[config.mk]
export PLATFORM = sky130hd
export DESIGN_NAME = priority_message_queue_scheduler_core_flat
export DESIGN_NICKNAME = d
export VERILOG_FILES = /design/src/rtl/pmqs_pkg.sv /design/src/rtl/pmqs_in_if.sv /design/src/rtl/pmqs_out_if.sv /design/src/rtl/pmqs_cfg_if.sv /design/src/rtl/pmqs_ram.sv /design/src/rtl/pmqs_ctrl.sv /design/src/rtl/pmqs_dp.sv /design/src/rtl/priority_message_queue_scheduler_core.sv /design/src/flat_wrapper.sv
export SDC_FILE = /design/constraint.sdc
export NUM_CORES = 1
export LEC_CHECK = 0
export BUFFER_PORTS_ARGS = -buffer_cell sky130_fd_sc_hd__buf_4
export CORE_MARGIN = 2
export CORE_UTILIZATION = 62
export CTS_CLUSTER_SIZE = 25
export DETAILED_ROUTE_END_ITERATION = 10
export GPL_TIMING_DRIVEN = 0
export PLACE_DENSITY_LB_ADDON = 0.05
export SYNTH_ARGS = -nofsm -noshare
export SYNTH_HDL_FRONTEND = slang
export SYNTH_SLANG_ARGS = --single-unit
[constraint.sdc]
create_clock -name clk -period 6.91 [get_ports clk]
set_clock_uncertainty 0.1 [all_clocks]
set_input_delay 2.073 -clock clk [delete_from_list [all_inputs] [get_ports clk]]
set_output_delay 2.073 -clock clk [all_outputs]
set_load 0.02 [all_outputs]
[src/rtl/pmqs_pkg.sv]
// shared types and constants of the priority message queue scheduler
`default_nettype none
package pmqs_pkg;

  localparam int TABLE_DEPTH_DEF     = 16;
  localparam int PRIORITY_LEVELS_DEF = 4;
  localparam int TASK_COUNT          = 5;
  localparam int HOST_MAILBOX        = 2;

  localparam int CFG_W     = 10;
  localparam int PRI_EXT_W = 16;
  localparam int TASK_W    = 3;
  localparam int HANDLE_W  = 4;
  localparam int MBX_W     = 3;
  localparam int ENTRY_W   = MBX_W + HANDLE_W;

  typedef enum logic {
    ACT_SEND = 1'b0,
    ACT_POP  = 1'b1
  } action_t;

  typedef enum logic [1:0] {
    ST_QUEUED  = 2'd0,
    ST_DROPPED = 2'd1,
    ST_POPPED  = 2'd2,
    ST_EMPTY   = 2'd3
  } status_t;

  typedef enum logic [1:0] {
    S_IDLE,
    S_EXEC,
    S_READ
  } state_t;

  typedef struct packed {
    logic take_item;
    logic commit_send;
    logic commit_pop;
    logic load_popped;
  } pmqs_cmd_t;

  typedef struct packed {
    logic is_pop;
    logic pop_hit;
  } pmqs_stat_t;

endpackage
`default_nettype wire

[src/rtl/pmqs_in_if.sv]
// input item channel
`default_nettype none
interface pmqs_in_if;
  import pmqs_pkg::*;

  logic                valid;
  logic                ready;
  action_t             action;
  logic [TASK_W-1:0]   task_id;
  logic [HANDLE_W-1:0] message_handle;

  modport source (output valid, action, task_id, message_handle, input ready);
  modport sink   (input valid, action, task_id, message_handle, output ready);
endinterface
`default_nettype wire

[src/rtl/pmqs_out_if.sv]
// result item channel
`default_nettype none
interface pmqs_out_if;
  import pmqs_pkg::*;

  logic                valid;
  logic                ready;
  status_t             status;
  logic [MBX_W-1:0]    out_mailbox;
  logic [HANDLE_W-1:0] out_message;

  modport source (output valid, status, out_mailbox, out_message, input ready);
  modport sink   (input valid, status, out_mailbox, out_message, output ready);
endinterface
`default_nettype wire

[src/rtl/pmqs_cfg_if.sv]
// configuration write channel
`default_nettype none
interface pmqs_cfg_if;
  import pmqs_pkg::*;

  logic             valid;
  logic             ready;
  logic [CFG_W-1:0] task_priorities;

  modport source (output valid, task_priorities, input ready);
  modport sink   (input valid, task_priorities, output ready);
endinterface
`default_nettype wire

[src/rtl/pmqs_ram.sv]
// generic single-port-write ram with registered read
`default_nettype none
module pmqs_ram #(
  parameter int WIDTH = 8,
  parameter int DEPTH = 16
) (
  input  wire logic                     clk,
  input  wire logic                     we,
  input  wire logic [$clog2(DEPTH)-1:0] waddr,
  input  wire logic [WIDTH-1:0]         wdata,
  input  wire logic                     re,
  input  wire logic [$clog2(DEPTH)-1:0] raddr,
  output      logic [WIDTH-1:0]         rdata_r
);

  logic [WIDTH-1:0] mem [DEPTH];

  always_ff @(posedge clk) begin
    if (we) begin
      mem[waddr] <= wdata;
    end
    if (re) begin
      rdata_r <= mem[raddr];
    end
  end

endmodule
`default_nettype wire

[src/rtl/pmqs_ctrl.sv]
// controller state machine of the scheduler
`default_nettype none
module pmqs_ctrl (
  input  wire logic                 clk,
  input  wire logic                 rst_n,
  input  wire logic                 in_valid,
  output      logic                 in_ready,
  output      logic                 out_valid,
  input  wire logic                 out_ready,
  input  wire pmqs_pkg::pmqs_stat_t stat,
  output      pmqs_pkg::pmqs_cmd_t  cmd
);
  import pmqs_pkg::*;

  state_t state_r, state_nxt;
  logic   out_valid_r, out_valid_nxt;
  logic   out_free;

  assign out_free = !out_valid_r || out_ready;

  always_comb begin
    state_nxt = state_r;
    case (state_r)
      S_IDLE: begin
        if (in_valid) state_nxt = S_EXEC;
      end
      S_EXEC: begin
        if (out_free) begin
          state_nxt = (stat.is_pop && stat.pop_hit) ? S_READ : S_IDLE;
        end
      end
      S_READ: begin
        if (out_free) state_nxt = S_IDLE;
      end
      default: state_nxt = S_IDLE;
    endcase
  end

  always_comb begin
    cmd      = '0;
    in_ready = 1'b0;
    case (state_r)
      S_IDLE: begin
        in_ready      = 1'b1;
        cmd.take_item = in_valid;
      end
      S_EXEC: begin
        cmd.commit_send = out_free && !stat.is_pop;
        cmd.commit_pop  = out_free && stat.is_pop;
      end
      S_READ: begin
        cmd.load_popped = out_free;
      end
      default: begin
        cmd = '0;
      end
    endcase
  end

  always_comb begin
    out_valid_nxt = out_valid_r && !out_ready;
    if (cmd.commit_send || (cmd.commit_pop && !stat.pop_hit) || cmd.load_popped) begin
      out_valid_nxt = 1'b1;
    end
  end

  always_ff @(posedge clk) begin
    if (!rst_n) begin
      state_r     <= S_IDLE;
      out_valid_r <= 1'b0;
    end else begin
      state_r     <= state_nxt;
      out_valid_r <= out_valid_nxt;
    end
  end

  assign out_valid = out_valid_r;

endmodule
`default_nettype wire

[src/rtl/pmqs_dp.sv]
// datapath: priority register, ring pointers, entry ram and result register
`default_nettype none
module pmqs_dp #(
  parameter int TABLE_DEPTH     = pmqs_pkg::TABLE_DEPTH_DEF,
  parameter int PRIORITY_LEVELS = pmqs_pkg::PRIORITY_LEVELS_DEF
) (
  input  wire logic                            clk,
  input  wire logic                            rst_n,
  input  wire logic                            cfg_we,
  input  wire logic [pmqs_pkg::CFG_W-1:0]      cfg_data,
  input  wire pmqs_pkg::action_t               in_action,
  input  wire logic [pmqs_pkg::TASK_W-1:0]     in_task_id,
  input  wire logic [pmqs_pkg::HANDLE_W-1:0]   in_handle,
  input  wire pmqs_pkg::pmqs_cmd_t             cmd,
  output      pmqs_pkg::pmqs_stat_t            stat,
  output      pmqs_pkg::status_t               res_status,
  output      logic [pmqs_pkg::MBX_W-1:0]      res_mailbox,
  output      logic [pmqs_pkg::HANDLE_W-1:0]   res_message
);
  import pmqs_pkg::*;

  localparam int LVL_W  = (PRIORITY_LEVELS > 1) ? $clog2(PRIORITY_LEVELS) : 1;
  localparam int PTR_W  = $clog2(TABLE_DEPTH);
  localparam int ADDR_W = LVL_W + PTR_W;

  function automatic logic [PTR_W-1:0] ring_next(input logic [PTR_W-1:0] p);
    logic [PTR_W-1:0] n;
    n = (p == PTR_W'(TABLE_DEPTH - 1)) ? '0 : p + 1'b1;
    return n;
  endfunction

  logic [CFG_W-1:0]    prio_r;
  action_t             action_r;
  logic [TASK_W-1:0]   task_r;
  logic [HANDLE_W-1:0] handle_r;
  logic [PTR_W-1:0]    rptr_r [PRIORITY_LEVELS];
  logic [PTR_W-1:0]    wptr_r [PRIORITY_LEVELS];
  logic [PTR_W-1:0]    rptr_nxt [PRIORITY_LEVELS];
  logic [PTR_W-1:0]    wptr_nxt [PRIORITY_LEVELS];
  status_t             status_r, status_nxt;
  logic [MBX_W-1:0]    mbx_r, mbx_nxt;
  logic [HANDLE_W-1:0] msg_r, msg_nxt;

  logic [PRI_EXT_W-1:0] prio_shift;
  logic [1:0]           raw_lvl;
  logic [2:0]           clamp_lvl;
  logic [LVL_W-1:0]     send_lvl;
  logic [PTR_W-1:0]     wnext;
  logic                 bad_task;
  logic                 full;
  logic                 drop;
  logic [MBX_W-1:0]     send_mbx;
  logic                 pop_hit;
  logic [LVL_W-1:0]     pop_lvl;
  logic [PTR_W-1:0]     rnext;
  logic                 ram_we;
  logic                 ram_re;
  logic [ENTRY_W-1:0]   ram_rdata;

  // send side: level lookup and full check
  assign prio_shift = PRI_EXT_W'(prio_r) >> {task_r, 1'b0};
  assign raw_lvl    = prio_shift[1:0];
  assign clamp_lvl  = (int'(raw_lvl) >= PRIORITY_LEVELS) ? 3'(PRIORITY_LEVELS - 1)
                                                         : {1'b0, raw_lvl};
  assign send_lvl   = clamp_lvl[LVL_W-1:0];
  assign wnext      = ring_next(wptr_r[send_lvl]);
  assign bad_task   = int'(task_r) >= TASK_COUNT;
  assign full       = wnext == rptr_r[send_lvl];
  assign drop       = bad_task || full;
  assign send_mbx   = (int'(task_r) == HOST_MAILBOX - 1) ? MBX_W'(HOST_MAILBOX) : task_r;

  // pop side: the non-empty ring with the lowest level number
  always_comb begin
    pop_hit = 1'b0;
    pop_lvl = '0;
    for (int l = PRIORITY_LEVELS - 1; l >= 0; l--) begin
      if (rptr_r[l] != wptr_r[l]) begin
        pop_hit = 1'b1;
        pop_lvl = LVL_W'(l);
      end
    end
  end

  assign rnext = ring_next(rptr_r[pop_lvl]);

  assign stat.is_pop  = action_r == ACT_POP;
  assign stat.pop_hit = pop_hit;

  assign ram_we = cmd.commit_send && !drop;
  assign ram_re = cmd.commit_pop && pop_hit;

  pmqs_ram #(
    .WIDTH (ENTRY_W),
    .DEPTH (2 ** ADDR_W)
  ) u_ram (
    .clk     (clk),
    .we      (ram_we),
    .waddr   ({send_lvl, wnext}),
    .wdata   ({send_mbx, handle_r}),
    .re      (ram_re),
    .raddr   ({pop_lvl, rnext}),
    .rdata_r (ram_rdata)
  );

  always_comb begin
    for (int l = 0; l < PRIORITY_LEVELS; l++) begin
      rptr_nxt[l] = rptr_r[l];
      wptr_nxt[l] = wptr_r[l];
    end
    if (ram_we) wptr_nxt[send_lvl] = wnext;
    if (ram_re) rptr_nxt[pop_lvl]  = rnext;
  end

  always_comb begin
    status_nxt = status_r;
    mbx_nxt    = mbx_r;
    msg_nxt    = msg_r;
    if (cmd.commit_send) begin
      status_nxt = drop ? ST_DROPPED : ST_QUEUED;
      mbx_nxt    = '0;
      msg_nxt    = '0;
    end else if (cmd.commit_pop && !pop_hit) begin
      status_nxt = ST_EMPTY;
      mbx_nxt    = '0;
      msg_nxt    = '0;
    end else if (cmd.load_popped) begin
      status_nxt = ST_POPPED;
      mbx_nxt    = ram_rdata[ENTRY_W-1:HANDLE_W];
      msg_nxt    = ram_rdata[HANDLE_W-1:0];
    end
  end

  always_ff @(posedge clk) begin
    if (!rst_n) begin
      prio_r <= '0;
      for (int l = 0; l < PRIORITY_LEVELS; l++) begin
        rptr_r[l] <= '0;
        wptr_r[l] <= '0;
      end
    end else begin
      if (cfg_we) prio_r <= cfg_data;
      for (int l = 0; l < PRIORITY_LEVELS; l++) begin
        rptr_r[l] <= rptr_nxt[l];
        wptr_r[l] <= wptr_nxt[l];
      end
    end
  end

  always_ff @(posedge clk) begin
    if (cmd.take_item) begin
      action_r <= in_action;
      task_r   <= in_task_id;
      handle_r <= in_handle;
    end
    status_r <= status_nxt;
    mbx_r    <= mbx_nxt;
    msg_r    <= msg_nxt;
  end

  assign res_status  = status_r;
  assign res_mailbox = mbx_r;
  assign res_message = msg_r;

endmodule
`default_nettype wire

[src/rtl/priority_message_queue_scheduler_core.sv]
// Strict-priority message scheduler: a send item is queued in the ring of its task's
// configured level; a pop item returns the oldest entry of the lowest-numbered
// non-empty level. Items are handled one at a time: a send, or a pop that finds every
// ring empty, is accepted, then executed into the result register; a pop that finds an
// entry goes on to a read state for the registered read of the entry ram. The next item
// is taken once the controller is back in idle; the result register lets it be taken
// while the previous result still waits, but execution stalls while that register is
// full. Each ring holds TABLE_DEPTH-1 entries; a send to a full ring or an unknown task
// is dropped with a dropped status. The configuration port is always ready.
`default_nettype none
module priority_message_queue_scheduler_core #(
  parameter int TABLE_DEPTH     = pmqs_pkg::TABLE_DEPTH_DEF,
  parameter int PRIORITY_LEVELS = pmqs_pkg::PRIORITY_LEVELS_DEF
) (
  input wire logic    clk,
  input wire logic    rst_n,
  pmqs_in_if.sink     in_if,
  pmqs_out_if.source  out_if,
  pmqs_cfg_if.sink    cfg_if
);
  import pmqs_pkg::*;

  pmqs_cmd_t  cmd;
  pmqs_stat_t stat;
  logic       in_fire;

  assign cfg_if.ready = 1'b1;
  assign in_fire      = in_if.valid && in_if.ready;

  pmqs_ctrl u_ctrl (
    .clk       (clk),
    .rst_n     (rst_n),
    .in_valid  (in_if.valid),
    .in_ready  (in_if.ready),
    .out_valid (out_if.valid),
    .out_ready (out_if.ready),
    .stat      (stat),
    .cmd       (cmd)
  );

  pmqs_dp #(
    .TABLE_DEPTH     (TABLE_DEPTH),
    .PRIORITY_LEVELS (PRIORITY_LEVELS)
  ) u_dp (
    .clk         (clk),
    .rst_n       (rst_n),
    .cfg_we      (cfg_if.valid),
    .cfg_data    (cfg_if.task_priorities),
    .in_action   (in_if.action),
    .in_task_id  (in_if.task_id),
    .in_handle   (in_if.message_handle),
    .cmd         (cmd),
    .stat        (stat),
    .res_status  (out_if.status),
    .res_mailbox (out_if.out_mailbox),
    .res_message (out_if.out_message)
  );

`ifndef SYNTHESIS
  a_one_item_at_a_time: assert property (@(posedge clk) disable iff (!rst_n)
    in_fire |=> !in_if.ready)
    else $error("input taken while an item is still in work");

  a_idle_fields_zero: assert property (@(posedge clk) disable iff (!rst_n)
    (out_if.valid && out_if.status != ST_POPPED) |->
      (out_if.out_mailbox == '0 && out_if.out_message == '0))
    else $error("result fields not zero on a non-pop status");

  a_host_remapped: assert property (@(posedge clk) disable iff (!rst_n)
    (out_if.valid && out_if.status == ST_POPPED) |->
      (int'(out_if.out_mailbox) != HOST_MAILBOX - 1))
    else $error("popped mailbox id was not remapped");

  a_single_commit: assert property (@(posedge clk) disable iff (!rst_n)
    (cmd.commit_send || cmd.commit_pop) |=> !(cmd.commit_send || cmd.commit_pop))
    else $error("item committed twice");
`endif

endmodule
`default_nettype wire

[src/flat_wrapper.sv]
// flat-port wrapper written by rule: the top's interface ports become plain ports
module priority_message_queue_scheduler_core_flat import pmqs_pkg::*;
#(
  parameter int TABLE_DEPTH     = pmqs_pkg::TABLE_DEPTH_DEF,
  parameter int PRIORITY_LEVELS = pmqs_pkg::PRIORITY_LEVELS_DEF
)
  (clk, rst_n, in_if_valid, in_if_action, in_if_task_id, in_if_message_handle, in_if_ready, out_if_valid, out_if_status, out_if_out_mailbox, out_if_out_message, out_if_ready, cfg_if_valid, cfg_if_task_priorities, cfg_if_ready);
  pmqs_in_if in_if_i ();
  pmqs_out_if out_if_i ();
  pmqs_cfg_if cfg_if_i ();
  input wire logic clk;
  input wire logic rst_n;
  input wire logic [$bits(in_if_i.valid)-1:0] in_if_valid;
  input wire logic [$bits(in_if_i.action)-1:0] in_if_action;
  input wire logic [$bits(in_if_i.task_id)-1:0] in_if_task_id;
  input wire logic [$bits(in_if_i.message_handle)-1:0] in_if_message_handle;
  output wire logic [$bits(in_if_i.ready)-1:0] in_if_ready;
  output wire logic [$bits(out_if_i.valid)-1:0] out_if_valid;
  output wire logic [$bits(out_if_i.status)-1:0] out_if_status;
  output wire logic [$bits(out_if_i.out_mailbox)-1:0] out_if_out_mailbox;
  output wire logic [$bits(out_if_i.out_message)-1:0] out_if_out_message;
  input wire logic [$bits(out_if_i.ready)-1:0] out_if_ready;
  input wire logic [$bits(cfg_if_i.valid)-1:0] cfg_if_valid;
  input wire logic [$bits(cfg_if_i.task_priorities)-1:0] cfg_if_task_priorities;
  output wire logic [$bits(cfg_if_i.ready)-1:0] cfg_if_ready;
  assign in_if_i.valid = in_if_valid;
  assign in_if_i.action = in_if_action;
  assign in_if_i.task_id = in_if_task_id;
  assign in_if_i.message_handle = in_if_message_handle;
  assign in_if_ready = in_if_i.ready;
  assign out_if_valid = out_if_i.valid;
  assign out_if_status = out_if_i.status;
  assign out_if_out_mailbox = out_if_i.out_mailbox;
  assign out_if_out_message = out_if_i.out_message;
  assign out_if_i.ready = out_if_ready;
  assign cfg_if_i.valid = cfg_if_valid;
  assign cfg_if_i.task_priorities = cfg_if_task_priorities;
  assign cfg_if_ready = cfg_if_i.ready;
  priority_message_queue_scheduler_core #(.TABLE_DEPTH(TABLE_DEPTH), .PRIORITY_LEVELS(PRIORITY_LEVELS)) u_core (.clk(clk), .rst_n(rst_n), .in_if(in_if_i), .out_if(out_if_i), .cfg_if(cfg_if_i));
endmodule
==> results.txt <==
----------------------------------------------------
[Status]
  Outcome ... finished clean

[GRT]
  Aggregate global-route resource usage ... 32.1%
  Vias in the first global route ... 13,364
  Initial antenna violation count ... 1
  Largest net degree at the start of global routing ... 53
  Wire length of the first global-routing pass ... 84,100 um
  Global route total overflow ... 0

[Routing]
  Top layer reached by signal wires ... met4
  Via count of the routed design ... 14,026
  Residual antenna-violating net count after detailed routing ... 0
  Detailed-routing wirelength on met1 ... 22,200 um
  Routed length on met3 ... 6120 um
  Sum of routed wire length over all layers ... 57,100 um
  1st-pass router iterations ... 6
  Number of remaining DRC errors ... 0
  Per-cell via count in the routed design ... 6.46
  Length of routed met2 wiring ... 26,900 um
  WL/cell ... 26.3 um
  First-iteration detailed-routing DRC count ... 1,536

[Floorplan]
  Die X-Extent ... 190 um
  Overall die area ... 36,000 sq um
  Y dimension of the die ... 190 um
  Number of top-level pins ... 35
  Area of the core ... 33,700 sq um
  Initial Util ... 63.4%
  Core Rows ... 67

[Pwr]
  Power, Total ... 0.00674 W
  Max rail drop VDD ... 0.221 mV
  Cell leakage power ... 8.33 nW
  Total power per unit cell area ... 279 nW/um^2

[Timing]
  Total negative setup slack ... 0 ps
  Maximum achievable frequency ... 0.161 GHz
  Slew headroom ... 22.4%
  Slew at the pin with the worst max-slew slack ... 1150 ps
  Setup Viol. Count Final ... 0
  Final critical path time including I/O delays and setup ... 6210 ps
  Share of the cycle needed by the critical path after routing ... 89.8%
  Final Max Tran Viols ... 0
  Number of hold-slack violations in the final timing report ... 0
  Setup repair after global routing missed its margin ... no

[Clocking]
  Number of gates given a new drive strength after cts ... 0
  Post-CTS setup buffers ... 0
  Total number of clock tree sinks ... 517
  Buffer type at the clock tree root ... sky130_fd_sc_hd__clkbuf_16
  Maximum level of the CTS H-tree ... 2
  Clock-pin slew on the worst setup and hold paths ... 70 ps
  Longest Clk Path Bufs ... 3
  Worst-skew pair later-pin latency ... 580 ps
  Clock tree from TritonCTS ... built
  Total clock buffers created by CTS ... 50
  Total of hold buffers inserted after clock tree synthesis ... 0

[Layout]
  Utilization after layout ... 71.6%
  Fraction of layout instances using a drive strength above 1 ... 11.2%
  Fill cell instance count of the final layout ... 2,325
  Final Cell Area ... 24,100 sq um
  Layout overhead on the synthesized area ... 12.9%
  Footprint of the multi-input gates ... 5870 sq um
  Final layout net count ... 1,709
  Register Area ... 15,000 sq um

[Synthesis]
  Share of the synthesized area in the top cell type ... 65.3%
  Ys async rst share ... 0%
  Synthesis Warnings ... 0
  Count of mapped cells out of synthesis ... 1,587
  Synth Register Bits ... 517
  Count of cell types in the netlist ... 78
  Library cell with the largest summed area after synthesis ... sky130_fd_sc_hd__edfxtp_1
  Post-synth design cell area ... 21,400 sq um
  Syn_nets ... 1,612
  Dominant cells by area after synthesis ... sky130_fd_sc_hd__edfxtp_1, sky130_fd_sc_hd__mux2i_1, sky130_fd_sc_hd__nand2_1
  Mean post-synth cell area ... 13.5 sq um
  Number of flops mapped to enable cells by yosys ... 465
  Seq/Total Area, Yosys ... 70.2%
  Main synth FF type ... sky130_fd_sc_hd__edfxtp_1

[Setup path]
  Category of the worst setup path launch point ... register
  Cell family with the largest share of critical-path delay ... compound AO/OA/AOI/OAI gates
  Class of the most critical setup path ... reg -> reg
  Kind of end point of the critical path ... register
  Highest net fanout along the worst path ... 10
  Arrival time reported for the critical path endpoint ... 6350 ps
  Critical-path top delay cell ... sky130_fd_sc_hd__a22oi_1
  Library cell appearing most often on the critical path ... sky130_fd_sc_hd__buf_4
  Data required time at the worst endpoint ... 7050 ps
  Crit path buf inv count ... 6
  Cell chain of the critical path ... xor2_1 -> or4_1 -> buf_2 -> nand3_1 -> o22ai_1 -> nor3_2 -> ha_1 -> inv_1 -> a2111o_1 -> o22ai_4 -> buf_4 -> buf_6 -> buf_4 -> buf_4 -> mux2i_1 -> a221oi_1 -> a22oi_1 -> nand4_1
  Stage delay of the slowest cell on the critical path ... 570 ps

[Run]
  Number of max-capacitance violations reported ... 0

[Placement]
  GP Congestion ... 0.978
  Cell Area, Placed ... 22,500 sq um
  Port-buffer cells ... 31
  Placed wire-length estimate ... 40,000 um

[Worst hold path]
  Class of the worst hold path ... reg -> reg

----------------------------------------------------
==> cells in the mapped netlist (8+ instances only) <==
cell and instances:
sky130_fd_sc_hd__a2111oi_0 8, sky130_fd_sc_hd__a21boi_0 8, sky130_fd_sc_hd__a21oi_1 115, sky130_fd_sc_hd__a221oi_1 12
sky130_fd_sc_hd__a22o_1 19, sky130_fd_sc_hd__a22oi_1 33, sky130_fd_sc_hd__a31oi_1 12, sky130_fd_sc_hd__a32oi_1 11
sky130_fd_sc_hd__and3_1 9, sky130_fd_sc_hd__buf_2 30, sky130_fd_sc_hd__buf_4 16, sky130_fd_sc_hd__clkbuf_1 36
sky130_fd_sc_hd__dfxtp_1 52, sky130_fd_sc_hd__edfxtp_1 465, sky130_fd_sc_hd__inv_1 11, sky130_fd_sc_hd__mux2i_1 109
sky130_fd_sc_hd__nand2_1 285, sky130_fd_sc_hd__nand3_1 56, sky130_fd_sc_hd__nand4_1 26, sky130_fd_sc_hd__nor2_1 89
sky130_fd_sc_hd__nor2b_1 26, sky130_fd_sc_hd__o211a_1 8, sky130_fd_sc_hd__or2_2 8, sky130_fd_sc_hd__xor2_1 17
==> final timing paths <==
path	cells past startpoint	end	from	slack [ps]
worst min-delay path	2	u_core.u_dp.res_mailbox[0]$_SDFFE_PP0P_	u_core.u_dp.u_ram.rdata_r[4]$_DFFE_PP_	380
worst max register to register	18	u_core.u_dp.u_ram.rdata_r[3]$_DFFE_PP_	u_core.u_dp.wptr_r[2][3]$_SDFFE_PN0P_	700
worst max-delay path	18	u_core.u_dp.u_ram.rdata_r[3]$_DFFE_PP_	u_core.u_dp.wptr_r[2][3]$_SDFFE_PN0P_	700
worst min register to register	2	u_core.u_dp.res_mailbox[0]$_SDFFE_PP0P_	u_core.u_dp.u_ram.rdata_r[4]$_DFFE_PP_	380
==> layout make-up <==
| class | instances | area share, % |
|---|---|---|
| Sequential cell | 517 | 62.2 |
| Timing Repair Buffer | 45 | 2.47 |
| Buffer | 91 | 1.95 |
| Tap cell | 448 | 2.32 |
| Antenna cell | 1 | 0.0104 |
| Clock inverter | 32 | 1.19 |
| Multi-Input combinational cell | 968 | 24.3 |
| Inverter | 11 | 0.171 |
| Clock buffer | 58 | 5.40 |
==> state kept, by name, indices dropped and copies added, names as in the netlist, 3 cells and up <==
| register | cells |
|---|---|
| u_core.u_dp.handle_r | 4 |
| u_core.u_dp.rptr_r | 16 |
| u_core.u_dp.res_mailbox | 3 |
| u_core.u_dp.u_ram.mem | 448 |
| u_core.u_dp.u_ram.rdata_r | 7 |
| u_core.u_dp.res_message | 4 |
| u_core.u_dp.task_r | 3 |
| u_core.u_dp.wptr_r | 16 |
| u_core.u_dp.prio_r | 10 |
==> power breakdown <==
group	leakage, nW	switching [W]	internal (W)
logic	2.95	0.000422	0.000198
registers	4.60	0.0000139	0.00343
clock network	0.781	0.00114	0.00153
==> tightest hold or removal path: stages (launching register included) <==
cell and delay (ps):
sky130_fd_sc_hd__edfxtp_1 320, sky130_fd_sc_hd__mux2i_1 60, sky130_fd_sc_hd__nor2_1 70
==> routing by layer <==
layer	vias to the layer above	GRT usage, %
met4	0	10.9
met1	6928	44.0
li1	6183	-
met2	808	51.1
met5	-	0
met3	107	7.53
==> cell usage in the layout (no fill, tap or decap), types with 33 or more instances in the layout <==
cell type                   synthesis  routed
sky130_fd_sc_hd__a22oi_1           33      33
sky130_fd_sc_hd__clkbuf_16          0      51
sky130_fd_sc_hd__nand3_1           56      56
sky130_fd_sc_hd__edfxtp_1         465     465
sky130_fd_sc_hd__a21oi_1          115     115
sky130_fd_sc_hd__nor2_1            89      89
sky130_fd_sc_hd__nand2_1          285     285
sky130_fd_sc_hd__buf_4             16      47
sky130_fd_sc_hd__mux2i_1          109     109
sky130_fd_sc_hd__clkbuf_1          36      42
sky130_fd_sc_hd__dfxtp_1           52      52
==> kinds of logic after synthesis <==
family | after synthesis | share of synthesized area (%)
flops | 517 | 70.2
simple gates | 544 | 11.6
fa+ha+maj | 2 | 0.117
buf+inv | 102 | 2.39
other cells | 1 | 0.0175
compound gates | 285 | 9.35
mux | 113 | 5.38
xor+xnor | 23 | 0.978
==> stage by stage <==
step,setup slack [ps],hold slack [ps],instances
floorplan,2510,349,1587
global placement,1060,373,2066
detailed placement,942,383,2080
CTS,917,387,2170
global route,513,416,2170
finish,705,384,2171
Power figures use the tool's default switching activity.
